File: src/hw/rtl/tspd_pkg.sv
// ----------------------------------------------------------------------------
// tspd_pkg: shared constants for the thermal segment packet deframer
// Packet geometry, header layout and output packing widths.
// ----------------------------------------------------------------------------
package tspd_pkg;

	localparam int PACKET_BYTES        = 164;
	localparam int PACKETS_PER_SEGMENT = 60;
	localparam int PIXELS_PER_PACKET   = 80;
	localparam int SEGMENTS            = 4;

	localparam int HDR_BYTES     = 4;
	localparam int SELECT_PACKET = 20;

	localparam logic [3:0] ID_DISCARD_NIBBLE = 4'hF;

	localparam int SEG_SPAN = PACKETS_PER_SEGMENT * PIXELS_PER_PACKET;

	localparam int POS_W     = 8;
	localparam int PNUM_W    = 6;
	localparam int SEG_W     = 3;
	localparam int PIX_W     = 7;
	localparam int IDX_W     = 15;
	localparam int IDX_SUM_W = 17;
	localparam int VAL_W     = 16;
	localparam int DISC_W    = 16;

	localparam int IN_DATA_W  = 8;
	localparam int OUT_DATA_W = 48;

endpackage

File: src/hw/rtl/thermal_segment_packet_deframer.sv
// ----------------------------------------------------------------------------
// thermal_segment_packet_deframer
// Reassembles camera video packets into indexed pixel words.
// ----------------------------------------------------------------------------
// One stream byte is taken per transaction and may follow in every cycle. A
// byte is held in the input register, where the packet header is decoded
// and the pixel index is formed from the segment, packet number and pixel
// position, then moves into the result register once the result side can
// take it; the sustained rate is one byte per cycle while the result side
// keeps up. s_tuser marks the first byte of a packet. m_tlast is high on the
// last pixel of the last segment.
module thermal_segment_packet_deframer
	import tspd_pkg::*;
(
	input  logic                  clk,
	input  logic                  arst_n,
	input  logic                  s_tvalid,
	output logic                  s_tready,
	input  logic [IN_DATA_W-1:0]  s_tdata,  // [7:0] stream_byte
	input  logic                  s_tuser,  // [0] packet_start
	output logic                  m_tvalid,
	input  logic                  m_tready,
	// [14:0] pixel_index, [30:15] pixel_value, [46:31] discard_total, [47] zero
	output logic [OUT_DATA_W-1:0] m_tdata,
	output logic                  m_tlast   // frame_done
);

	logic                 valid_s1;
	logic [7:0]           byte_s1;
	logic                 start_s1;

	logic [POS_W-1:0]     pos_q;
	logic [7:0]           id_q;
	logic [PNUM_W-1:0]    pnum_q;
	logic                 drop_q;
	logic [SEG_W-1:0]     seg_q;
	logic [7:0]           low_q;
	logic [DISC_W-1:0]    disc_q;

	logic                 out_valid_q;
	logic [IDX_W-1:0]     idx_q;
	logic [VAL_W-1:0]     val_q;
	logic [DISC_W-1:0]    disc_out_q;
	logic                 done_q;

	logic                 out_ready;
	logic                 fire_s1;

	logic [POS_W-1:0]     pos;
	logic [POS_W:0]       pos_inc;
	logic [POS_W-1:0]     pos_next;
	logic [POS_W-1:0]     off;
	logic [PIX_W:0]       pix;
	logic [SEG_W-1:0]     sel;
	logic [SEG_W-1:0]     seg_m1;
	logic [IDX_SUM_W-1:0] idx_sum;
	logic                 res_valid;
	logic                 last_pix;
	logic                 done;
	logic [7:0]           id_next;
	logic [PNUM_W-1:0]    pnum_next;
	logic                 drop_next;
	logic [SEG_W-1:0]     seg_next;
	logic [7:0]           low_next;
	logic [DISC_W-1:0]    disc_next;

	assign out_ready = !out_valid_q || m_tready;
	assign fire_s1   = valid_s1 && out_ready;
	assign s_tready  = !valid_s1 || out_ready;

	always_comb begin
		pos = start_s1 ? '0 : pos_q;
		if (32'(pos) >= PACKET_BYTES) begin
			pos = '0;
		end
		pos_inc  = {1'b0, pos} + (POS_W+1)'(1);
		pos_next = (32'(pos_inc) >= PACKET_BYTES) ? '0 : pos_inc[POS_W-1:0];

		off    = pos - POS_W'(HDR_BYTES);
		pix    = {1'b0, off[POS_W-1:1]};
		sel    = id_q[6:4];
		seg_m1 = seg_q - SEG_W'(1);

		id_next   = id_q;
		pnum_next = pnum_q;
		drop_next = drop_q;
		seg_next  = seg_q;
		low_next  = low_q;
		disc_next = disc_q;
		res_valid = 1'b0;

		last_pix = (32'(pnum_q) == PACKETS_PER_SEGMENT - 1) &&
			(32'(pix) == PIXELS_PER_PACKET - 1);
		done     = last_pix && (32'(seg_q) >= SEGMENTS);
		idx_sum  = IDX_SUM_W'(seg_m1) * IDX_SUM_W'(SEG_SPAN) +
			IDX_SUM_W'(pnum_q) * IDX_SUM_W'(PIXELS_PER_PACKET) + IDX_SUM_W'(pix);

		if (pos == '0) begin
			id_next   = byte_s1;
			drop_next = 1'b0;
		end else if (pos == POS_W'(1)) begin
			if (id_q[3:0] == ID_DISCARD_NIBBLE || 32'(byte_s1) >= PACKETS_PER_SEGMENT) begin
				drop_next = 1'b1;
				if (disc_q != '1) begin
					disc_next = disc_q + DISC_W'(1);
				end
			end else begin
				drop_next = 1'b0;
				pnum_next = byte_s1[PNUM_W-1:0];
				if (32'(byte_s1) == SELECT_PACKET && sel != '0 && 32'(sel) <= SEGMENTS) begin
					seg_next = sel;
				end
			end
		end else if (32'(pos) >= HDR_BYTES && 32'(pix) < PIXELS_PER_PACKET) begin
			if (!off[0]) begin
				low_next = byte_s1;
			end else if (!drop_q && seg_q != '0) begin
				res_valid = 1'b1;
				if (done) begin
					seg_next  = '0;
					disc_next = '0;
				end else if (last_pix) begin
					seg_next = seg_q + SEG_W'(1);
				end
			end
		end
	end

	always_ff @(posedge clk or negedge arst_n) begin
		if (!arst_n) begin
			valid_s1 <= 1'b0;
		end else if (s_tready) begin
			valid_s1 <= s_tvalid;
		end
	end

	always_ff @(posedge clk) begin
		if (s_tready && s_tvalid) begin
			byte_s1  <= s_tdata;
			start_s1 <= s_tuser;
		end
	end

	always_ff @(posedge clk or negedge arst_n) begin
		if (!arst_n) begin
			pos_q  <= '0;
			id_q   <= '0;
			pnum_q <= '0;
			drop_q <= 1'b0;
			seg_q  <= '0;
			low_q  <= '0;
			disc_q <= '0;
		end else if (fire_s1) begin
			pos_q  <= pos_next;
			id_q   <= id_next;
			pnum_q <= pnum_next;
			drop_q <= drop_next;
			seg_q  <= seg_next;
			low_q  <= low_next;
			disc_q <= disc_next;
		end
	end

	always_ff @(posedge clk or negedge arst_n) begin
		if (!arst_n) begin
			out_valid_q <= 1'b0;
		end else if (fire_s1) begin
			out_valid_q <= res_valid;
		end else if (m_tready) begin
			out_valid_q <= 1'b0;
		end
	end

	always_ff @(posedge clk) begin
		if (fire_s1 && res_valid) begin
			idx_q      <= idx_sum[IDX_W-1:0];
			val_q      <= {byte_s1, low_q};
			disc_out_q <= disc_q;
			done_q     <= done;
		end
	end

	assign m_tvalid = out_valid_q;
	assign m_tdata  = {1'b0, disc_out_q, val_q, idx_q};
	assign m_tlast  = done_q;

	// The segment never leaves the range of configured segments.
	assert property (@(posedge clk) disable iff (!arst_n) 32'(seg_q) <= SEGMENTS)
		else $error("segment out of range");

	// The end of a frame always falls on the final pixel position.
	assert property (@(posedge clk) disable iff (!arst_n)
		m_tvalid && m_tlast |-> 32'(m_tdata[IDX_W-1:0]) ==
			((SEGMENTS * SEG_SPAN - 1) % (1 << IDX_W)))
		else $error("frame end at wrong pixel index");

	// Finishing a frame clears the segment and the discard count.
	assert property (@(posedge clk) disable iff (!arst_n)
		fire_s1 && res_valid && done |=> seg_q == '0 && disc_q == '0)
		else $error("frame end did not clear state");

	// An empty result register never holds off the input side.
	assert property (@(posedge clk) disable iff (!arst_n) !out_valid_q |-> s_tready)
		else $error("input stalled with empty result register");

endmodule
File: config.mk
export PLATFORM = sky130hd
export DESIGN_NAME = thermal_segment_packet_deframer
export DESIGN_NICKNAME = d
export VERILOG_FILES = /design/src/hw/rtl/tspd_pkg.sv /design/src/hw/rtl/thermal_segment_packet_deframer.sv
export SDC_FILE = /design/constraint.sdc
export NUM_CORES = 1
export LEC_CHECK = 0
export BUFFER_PORTS_ARGS = -buffer_cell sky130_fd_sc_hd__buf_2
export CORE_ASPECT_RATIO = 0.75
export CORE_MARGIN = 1.5
export CORE_UTILIZATION = 53
export CTS_CLUSTER_SIZE = 40
export DETAILED_ROUTE_END_ITERATION = 8
export GPL_TIMING_DRIVEN = 1
export PLACE_DENSITY = 0.85
export SLEW_MARGIN = 15
export SYNTH_ARGS = -nofsm -noshare
export SYNTH_HDL_FRONTEND = slang
export SYNTH_SLANG_ARGS = --single-unit
File: constraint.sdc
create_clock -name clk -period 7.75 [get_ports clk]
set_clock_uncertainty 0.2 [all_clocks]
set_input_delay 1.55 -clock clk [delete_from_list [all_inputs] [get_ports clk]]
set_output_delay 1.55 -clock clk [all_outputs]
set_load 0.05 [all_outputs]
* Word level (Yosys, flattened, before mapping)
Index checks and enable logic that the tools add are counted.
Storage, ports and cells: flip-flop bits (word level) 108, bits of input ports 13, output and inout bits 51, logic and storage cells 104
Operators by class: add/subtract/negate cells 7, $mul 2, magnitude comparators 7, equality and inequality tests 10, mux-type cells 28, bitwise operators 4, reduce and logical (&&, ||, !) cells 31
Operators with widths (number):
- two-way mux 16 bit | 7
- two-way mux 3 bit | 8
- two-way mux 8 bit | 3
- adder 16 x 1 -> 16 bit (second input constant) | 1
- != test 16 bit (second input constant) | 1
- AND reduction 8 bit | 2
- adder 15 x 13 -> 15 bit | 1
- adder 15 x 7 -> 15 bit | 1
- nonzero test 2 bit | 6
- two-way mux 1 bit | 10
- adder 8 x 1 -> 9 bit (second input constant) | 1
- greater-or-equal comparator 9 x 8 -> 1 bit (second input constant) | 1
- logical AND 1 bit | 9
- multiplier 3 x 7 -> 9 bit (second input constant) | 1
- multiplier 6 x 3 -> 9 bit (second input constant) | 1
- nonzero test 3 bit | 3
- == test 8 x 1 -> 1 bit (second input constant) | 1
- == test 8 x 5 -> 1 bit (second input constant) | 1
- greater-or-equal comparator 8 x 3 -> 1 bit (second input constant) | 1
- greater-or-equal comparator 8 x 6 -> 1 bit (second input constant) | 1
- greater-or-equal comparator 8 bit (second input constant) | 1
- zero test 8 bit | 1
- subtractor 8 x 3 -> 8 bit (second input constant) | 1
- == test 7 bit (second input constant) | 1
- other kinds (15) | 25

* Depth between registers and ports, before layout
depth in word-level cells 12, depth in mapped cells 17, mapped depth without buffers 16

* Least setup slack after synthesis
OpenSTA, ideal clock, no wires.
kind input-to-reg, start point input m_tready, end point register disc_out_q[0] (enable), library setup time 0.573 ns, arrival time 7.081 ns, required time 6.977 ns, setup slack -0.103 ns, stages 6, buffers on the path 2, cell sequence nand2b_1 and2_1 clkbuf_1 nand2_1 clkbuf_1 nor4_1
On the way: cells in the longest elaborated chain, start to end 3
RTL lines:
- start, declared | RTL line thermal_segment_packet_deframer.sv:22 | input logic m_tready,
- logical OR 1 bit | RTL line thermal_segment_packet_deframer.sv:67 | assign out_ready = !out_valid_q || m_tready;
- logical AND 1 bit | RTL line thermal_segment_packet_deframer.sv:68 | assign fire_s1 = valid_s1 && out_ready;
- logical AND 1 bit | RTL line thermal_segment_packet_deframer.sv:175 | if (fire_s1 && res_valid) begin
- end signal, assigned | RTL line thermal_segment_packet_deframer.sv:178 | disc_out_q <= disc_q;
- end, declared | RTL line thermal_segment_packet_deframer.sv:43 | logic [DISC_W-1:0] disc_out_q;
No other way between the ends. A chain may end at the register's enable or synchronous reset.

* Final worst setup path
start point register pos_q[7], end point register idx_q[13], data pin
On the way: cells in the longest elaborated chain, start to end 5
RTL lines:
- start, declared | RTL line thermal_segment_packet_deframer.sv:32 | logic [POS_W-1:0] pos_q;
- start signal, assigned | RTL line thermal_segment_packet_deframer.sv:154 | pos_q <= pos_next;
- two-way mux 8 bit * | RTL line thermal_segment_packet_deframer.sv:72 | pos = start_s1 ? '0 : pos_q;
- greater-or-equal comparator 8 bit | RTL line thermal_segment_packet_deframer.sv:73 | if (32'(pos) >= PACKET_BYTES) begin
- two-way mux 8 bit * | RTL line thermal_segment_packet_deframer.sv:73
- subtractor 8 x 3 -> 8 bit * | RTL line thermal_segment_packet_deframer.sv:79 | off = pos - POS_W'(HDR_BYTES);
- adder 15 x 7 -> 15 bit * | RTL line thermal_segment_packet_deframer.sv:96 | IDX_SUM_W'(pnum_q) * IDX_SUM_W'(PIXELS_PER_PACKET) + IDX_SUM_W'(pix);
- net idx_sum[13] | RTL line thermal_segment_packet_deframer.sv:56 | logic [IDX_SUM_W-1:0] idx_sum;
- end signal, assigned | RTL line thermal_segment_packet_deframer.sv:176 | idx_q <= idx_sum[IDX_W-1:0];
- end, declared | RTL line thermal_segment_packet_deframer.sv:41 | logic [IDX_W-1:0] idx_q;
The timed path passes the listed nets; every way through them passes the cells marked *.

==> results by group <==
Run status
  – Run status: complete, no violations

STA
  – Final setup TNS: 0 ns
  – Max frequency: 210.6 MHz
  – Period minus WS final: 4.748 ns
  – Fin crit share: 61.27%
  – Max Slew Vio Count: 0
  – Final setup margin: 3.002 ns
  – Slew HR: 44.93%
  – Final Hold Fails: 0
  – RSZ-0062 raised after global routing: false
  – Endpoints failing setup: 0
  – Slew @ Worst Pin: 0.8223 ns

Final layout
  – Commonest cells after routing, fill and taps aside: buf_2, edfxtp_1, dfrtp_1, ha_1, nand2_1
  – Number of fill cells: 785
  – Area Overhead vs Synth: 12.41%
  – Seq. cell area: 0.002988 mm²
  – Final instance count without filler cells: 688
  – Post-layout nets: 602
  – Most common cell after layout, fill and taps aside: buf_2
  – Share of layout cells above drive strength 1: 20.65%
  – Antenna diode instance count: 0
  – Area of the multi-input gates: 0.002605 mm²

GRT
  – Number of antenna violations at the first check in global routing: 0
  – Total gr overflow: 0
  – Vias in the first global route: 3979
  – Pin count of the biggest net entering global routing: 52
  – Tot GR Track Use: 22.60%
  – First-pass GRT wire length: 19950 µm

Logic synthesis
  – Area fraction of the dominant cell type after synthesis: 29.64%
  – Synthesized Nets: 548
  – Async SR Flop Fraction: 47.22%
  – Unique cell type count in the Yosys netlist: 69
  – Syn_area_per_cell: 11.72 µm²
  – Cell taking the most area after synthesis: edfxtp_1
  – Synth Register Bits: 108
  – Number of enable flip-flop cells after synthesis: 57
  – Register area share after synthesis: 51.73%
  – Synth Flop Type: edfxtp_1
  – Top cells by area, synth: edfxtp_1, dfrtp_1, ha_1
  – Post-Syn Instances: 493
  – Yosys Warn Count: 0
  – Cell area after synthesis: 0.005776 mm²

Floorplanning
  – Die width: 123.5 µm
  – Starting density of the core: 55.27%
  – I/O pin total: 64
  – Die Height: 93.41 µm
  – DIE AREA: 0.01154 mm²
  – Rows: 32
  – Core area: 0.01045 mm²

Critical path
  – WP data required: 7.65 ns
  – Worst Setup Start Kind: flip-flop
  – CP Capture Type: flip-flop
  – WP data arrival: 4.65 ns
  – Crit path max fanout: 12
  – CP Class: flip-flop to flip-flop

Clocking
  – Clock Latency Late Sink: 0.36 ns
  – PostCTS Resize Cnt: 0
  – # hold bufs at CTS: 0
  – Setup Fix Bufs, Post-CTS: 0
  – Root buf cell: clkbuf_16
  – TritonCTS buffer count: 9
  – CTS tree: built
  – CTS H-tree lvls: 3
  – Clock slew at reported path FFs: 0.07 ns
  – Bufs on Longest Clock Path: 2
  – Clock Sinks: 108

Pwr
  – PwrDens: 257.3 mW/mm²
  – Pleak: 2.799 nW
  – VDD IR max: 125.7 µV
  – Total power draw: 1.670 mW

Route
  – First-pass DRT Iterations: 7
  – DR vias/cell: 6.087
  – Post-route DRC: 0
  – Routed wire length: 12380 µm
  – Initial drt markers: 423
  – Via count: 4188
  – Post-DRT Antenna Nets: 0
  – Avg WL per Cell: 17.99 µm

Place
  – Port bufs: 62
  – GPL Wtd Cong: 0.8997
  – Post-DP HPWL: 8597 µm
  – Cell Count Post-Placement: 672
  – DP Worst Slack: 3.044 ns

Min path
  – HP Class: flip-flop to flip-flop

Flow run
  – Max-Cap Viols: 0
[path summary, 6_finish.rpt]
check	from	endpoint	slack [ns]	depth (start not counted)
setup / recovery	pos_q[7]	idx_q[13]	3.00	16
hold / removal	low_q[3]	val_q[3]	0.25	0
setup reg to reg	pos_q[7]	idx_q[13]	3.00	16
hold reg to reg	low_q[3]	val_q[3]	0.25	0
max in group asynchronous	arst_n	valid_s1	5.79	2
min in group asynchronous	arst_n	pnum_q[0]	1.10	2
[per-layer routing]
layer	global-route usage [%]	up-vias	wire length (µm)	part of all wire (%)
met1	31.37	2027	5590	45
met5	0	-	0	0
met3	5.366	27	879	7.1
met2	34.95	177	5645	46
li1	-	1957	-	-
met4	7.663	0	260	2.1
[critical path: stages (launching register included)]
cell,delay [ns]
dfrtp_1,0.61
o21a_1,0.26
nor2_1,0.14
nand2_1,0.18
ha_1,0.28
or4b_1,0.45
a21oi_1,0.20
a31oi_1,0.11
ha_1,0.30
ha_1,0.23
fa_1,0.41
a21o_1,0.18
a21oi_1,0.24
nor2b_1,0.08
o21a_1,0.19
o41ai_1,0.33
xnor2_1,0.10
[kinds of logic (layout without fill, tap and decap cells)]
family / Yosys count / after routing / synth area share [%]
AO/OA/AOI/OAI: 107 / 107 / 13.71
XOR/XNOR: 21 / 21 / 3.184
adder cells (fa/ha/maj): 42 / 42 / 9.489
buffers and inverters: 47 / 106 / 3.423
flip-flops: 108 / 108 / 51.73
multiplexers: 27 / 27 / 5.654
other: 1 / 1 / 0.06493
AND/OR/NAND/NOR: 140 / 140 / 12.74
[area by class of cell]
class | count | share of cell area [%]
flip-flops and latches | 108 | 46.02
clock inverters | 6 | 1.195
inverters | 26 | 1.503
well taps | 136 | 2.621
clock buffers | 10 | 3.527
repair buffers | 64 | 5.011
multi-input cells | 338 | 40.12
[cells in the mapped netlist (2+ instances only)]
cell type and number:
a211oi_1 3, a21o_1 5, a21oi_1 22, a22o_1 4, a311oi_1 2, a31oi_1 15, a32o_1 2, a41oi_1 9
and2_1 5, and3_1 5, buf_2 2, buf_6 2, clkbuf_1 16, dfrtp_1 51, edfxtp_1 57, fa_1 3
ha_1 39, inv_1 26, mux2_2 13, mux2_4 8, mux2i_1 6, nand2_1 34, nand2b_1 4, nand3_1 15
nand3b_1 3, nand4_1 13, nor2_1 27, nor2b_1 7, nor3_1 10, nor4_1 2, o2111ai_1 2, o211a_1 4
o211ai_1 2, o21a_1 3, o21ai_0 14, o21ai_1 2, o41ai_1 3, or2_2 2, or4_1 2, xnor2_1 11
xor2_1 10
[state kept, by name, indices dropped and copies added, names as in the netlist]
register / cells
byte_s1: 8
disc_out_q: 16
disc_q: 16
drop_q: 1
id_q: 7
idx_q: 15
low_q: 8
m_tlast: 1
m_tvalid: 1
pnum_q: 6
pos_q: 8
seg_q: 3
start_s1: 1
val_q: 16
valid_s1: 1
[per-stage QoR]
step           instance area, µm²  utilization (%)  hold WS (ns)
6_report                     6492            62.13        0.2529
3_3_place_gp                 6186            59.20        0.2358
5_1_grt                      6492            62.13        0.2594
2_1_floorplan                5782                -        0.2252
4_1_cts                      6492            62.13        0.2514
3_5_place_dp                 6186            59.20        0.2377
[report_power, final]
group | leakage [nW] | internal, mW | switching [mW]
sequential | 1.15 | 0.701 | 0.0766
combinational | 1.50 | 0.181 | 0.233
clock | 0.148 | 0.258 | 0.221
No activity file was read; power rests on OpenSTA's default activity.
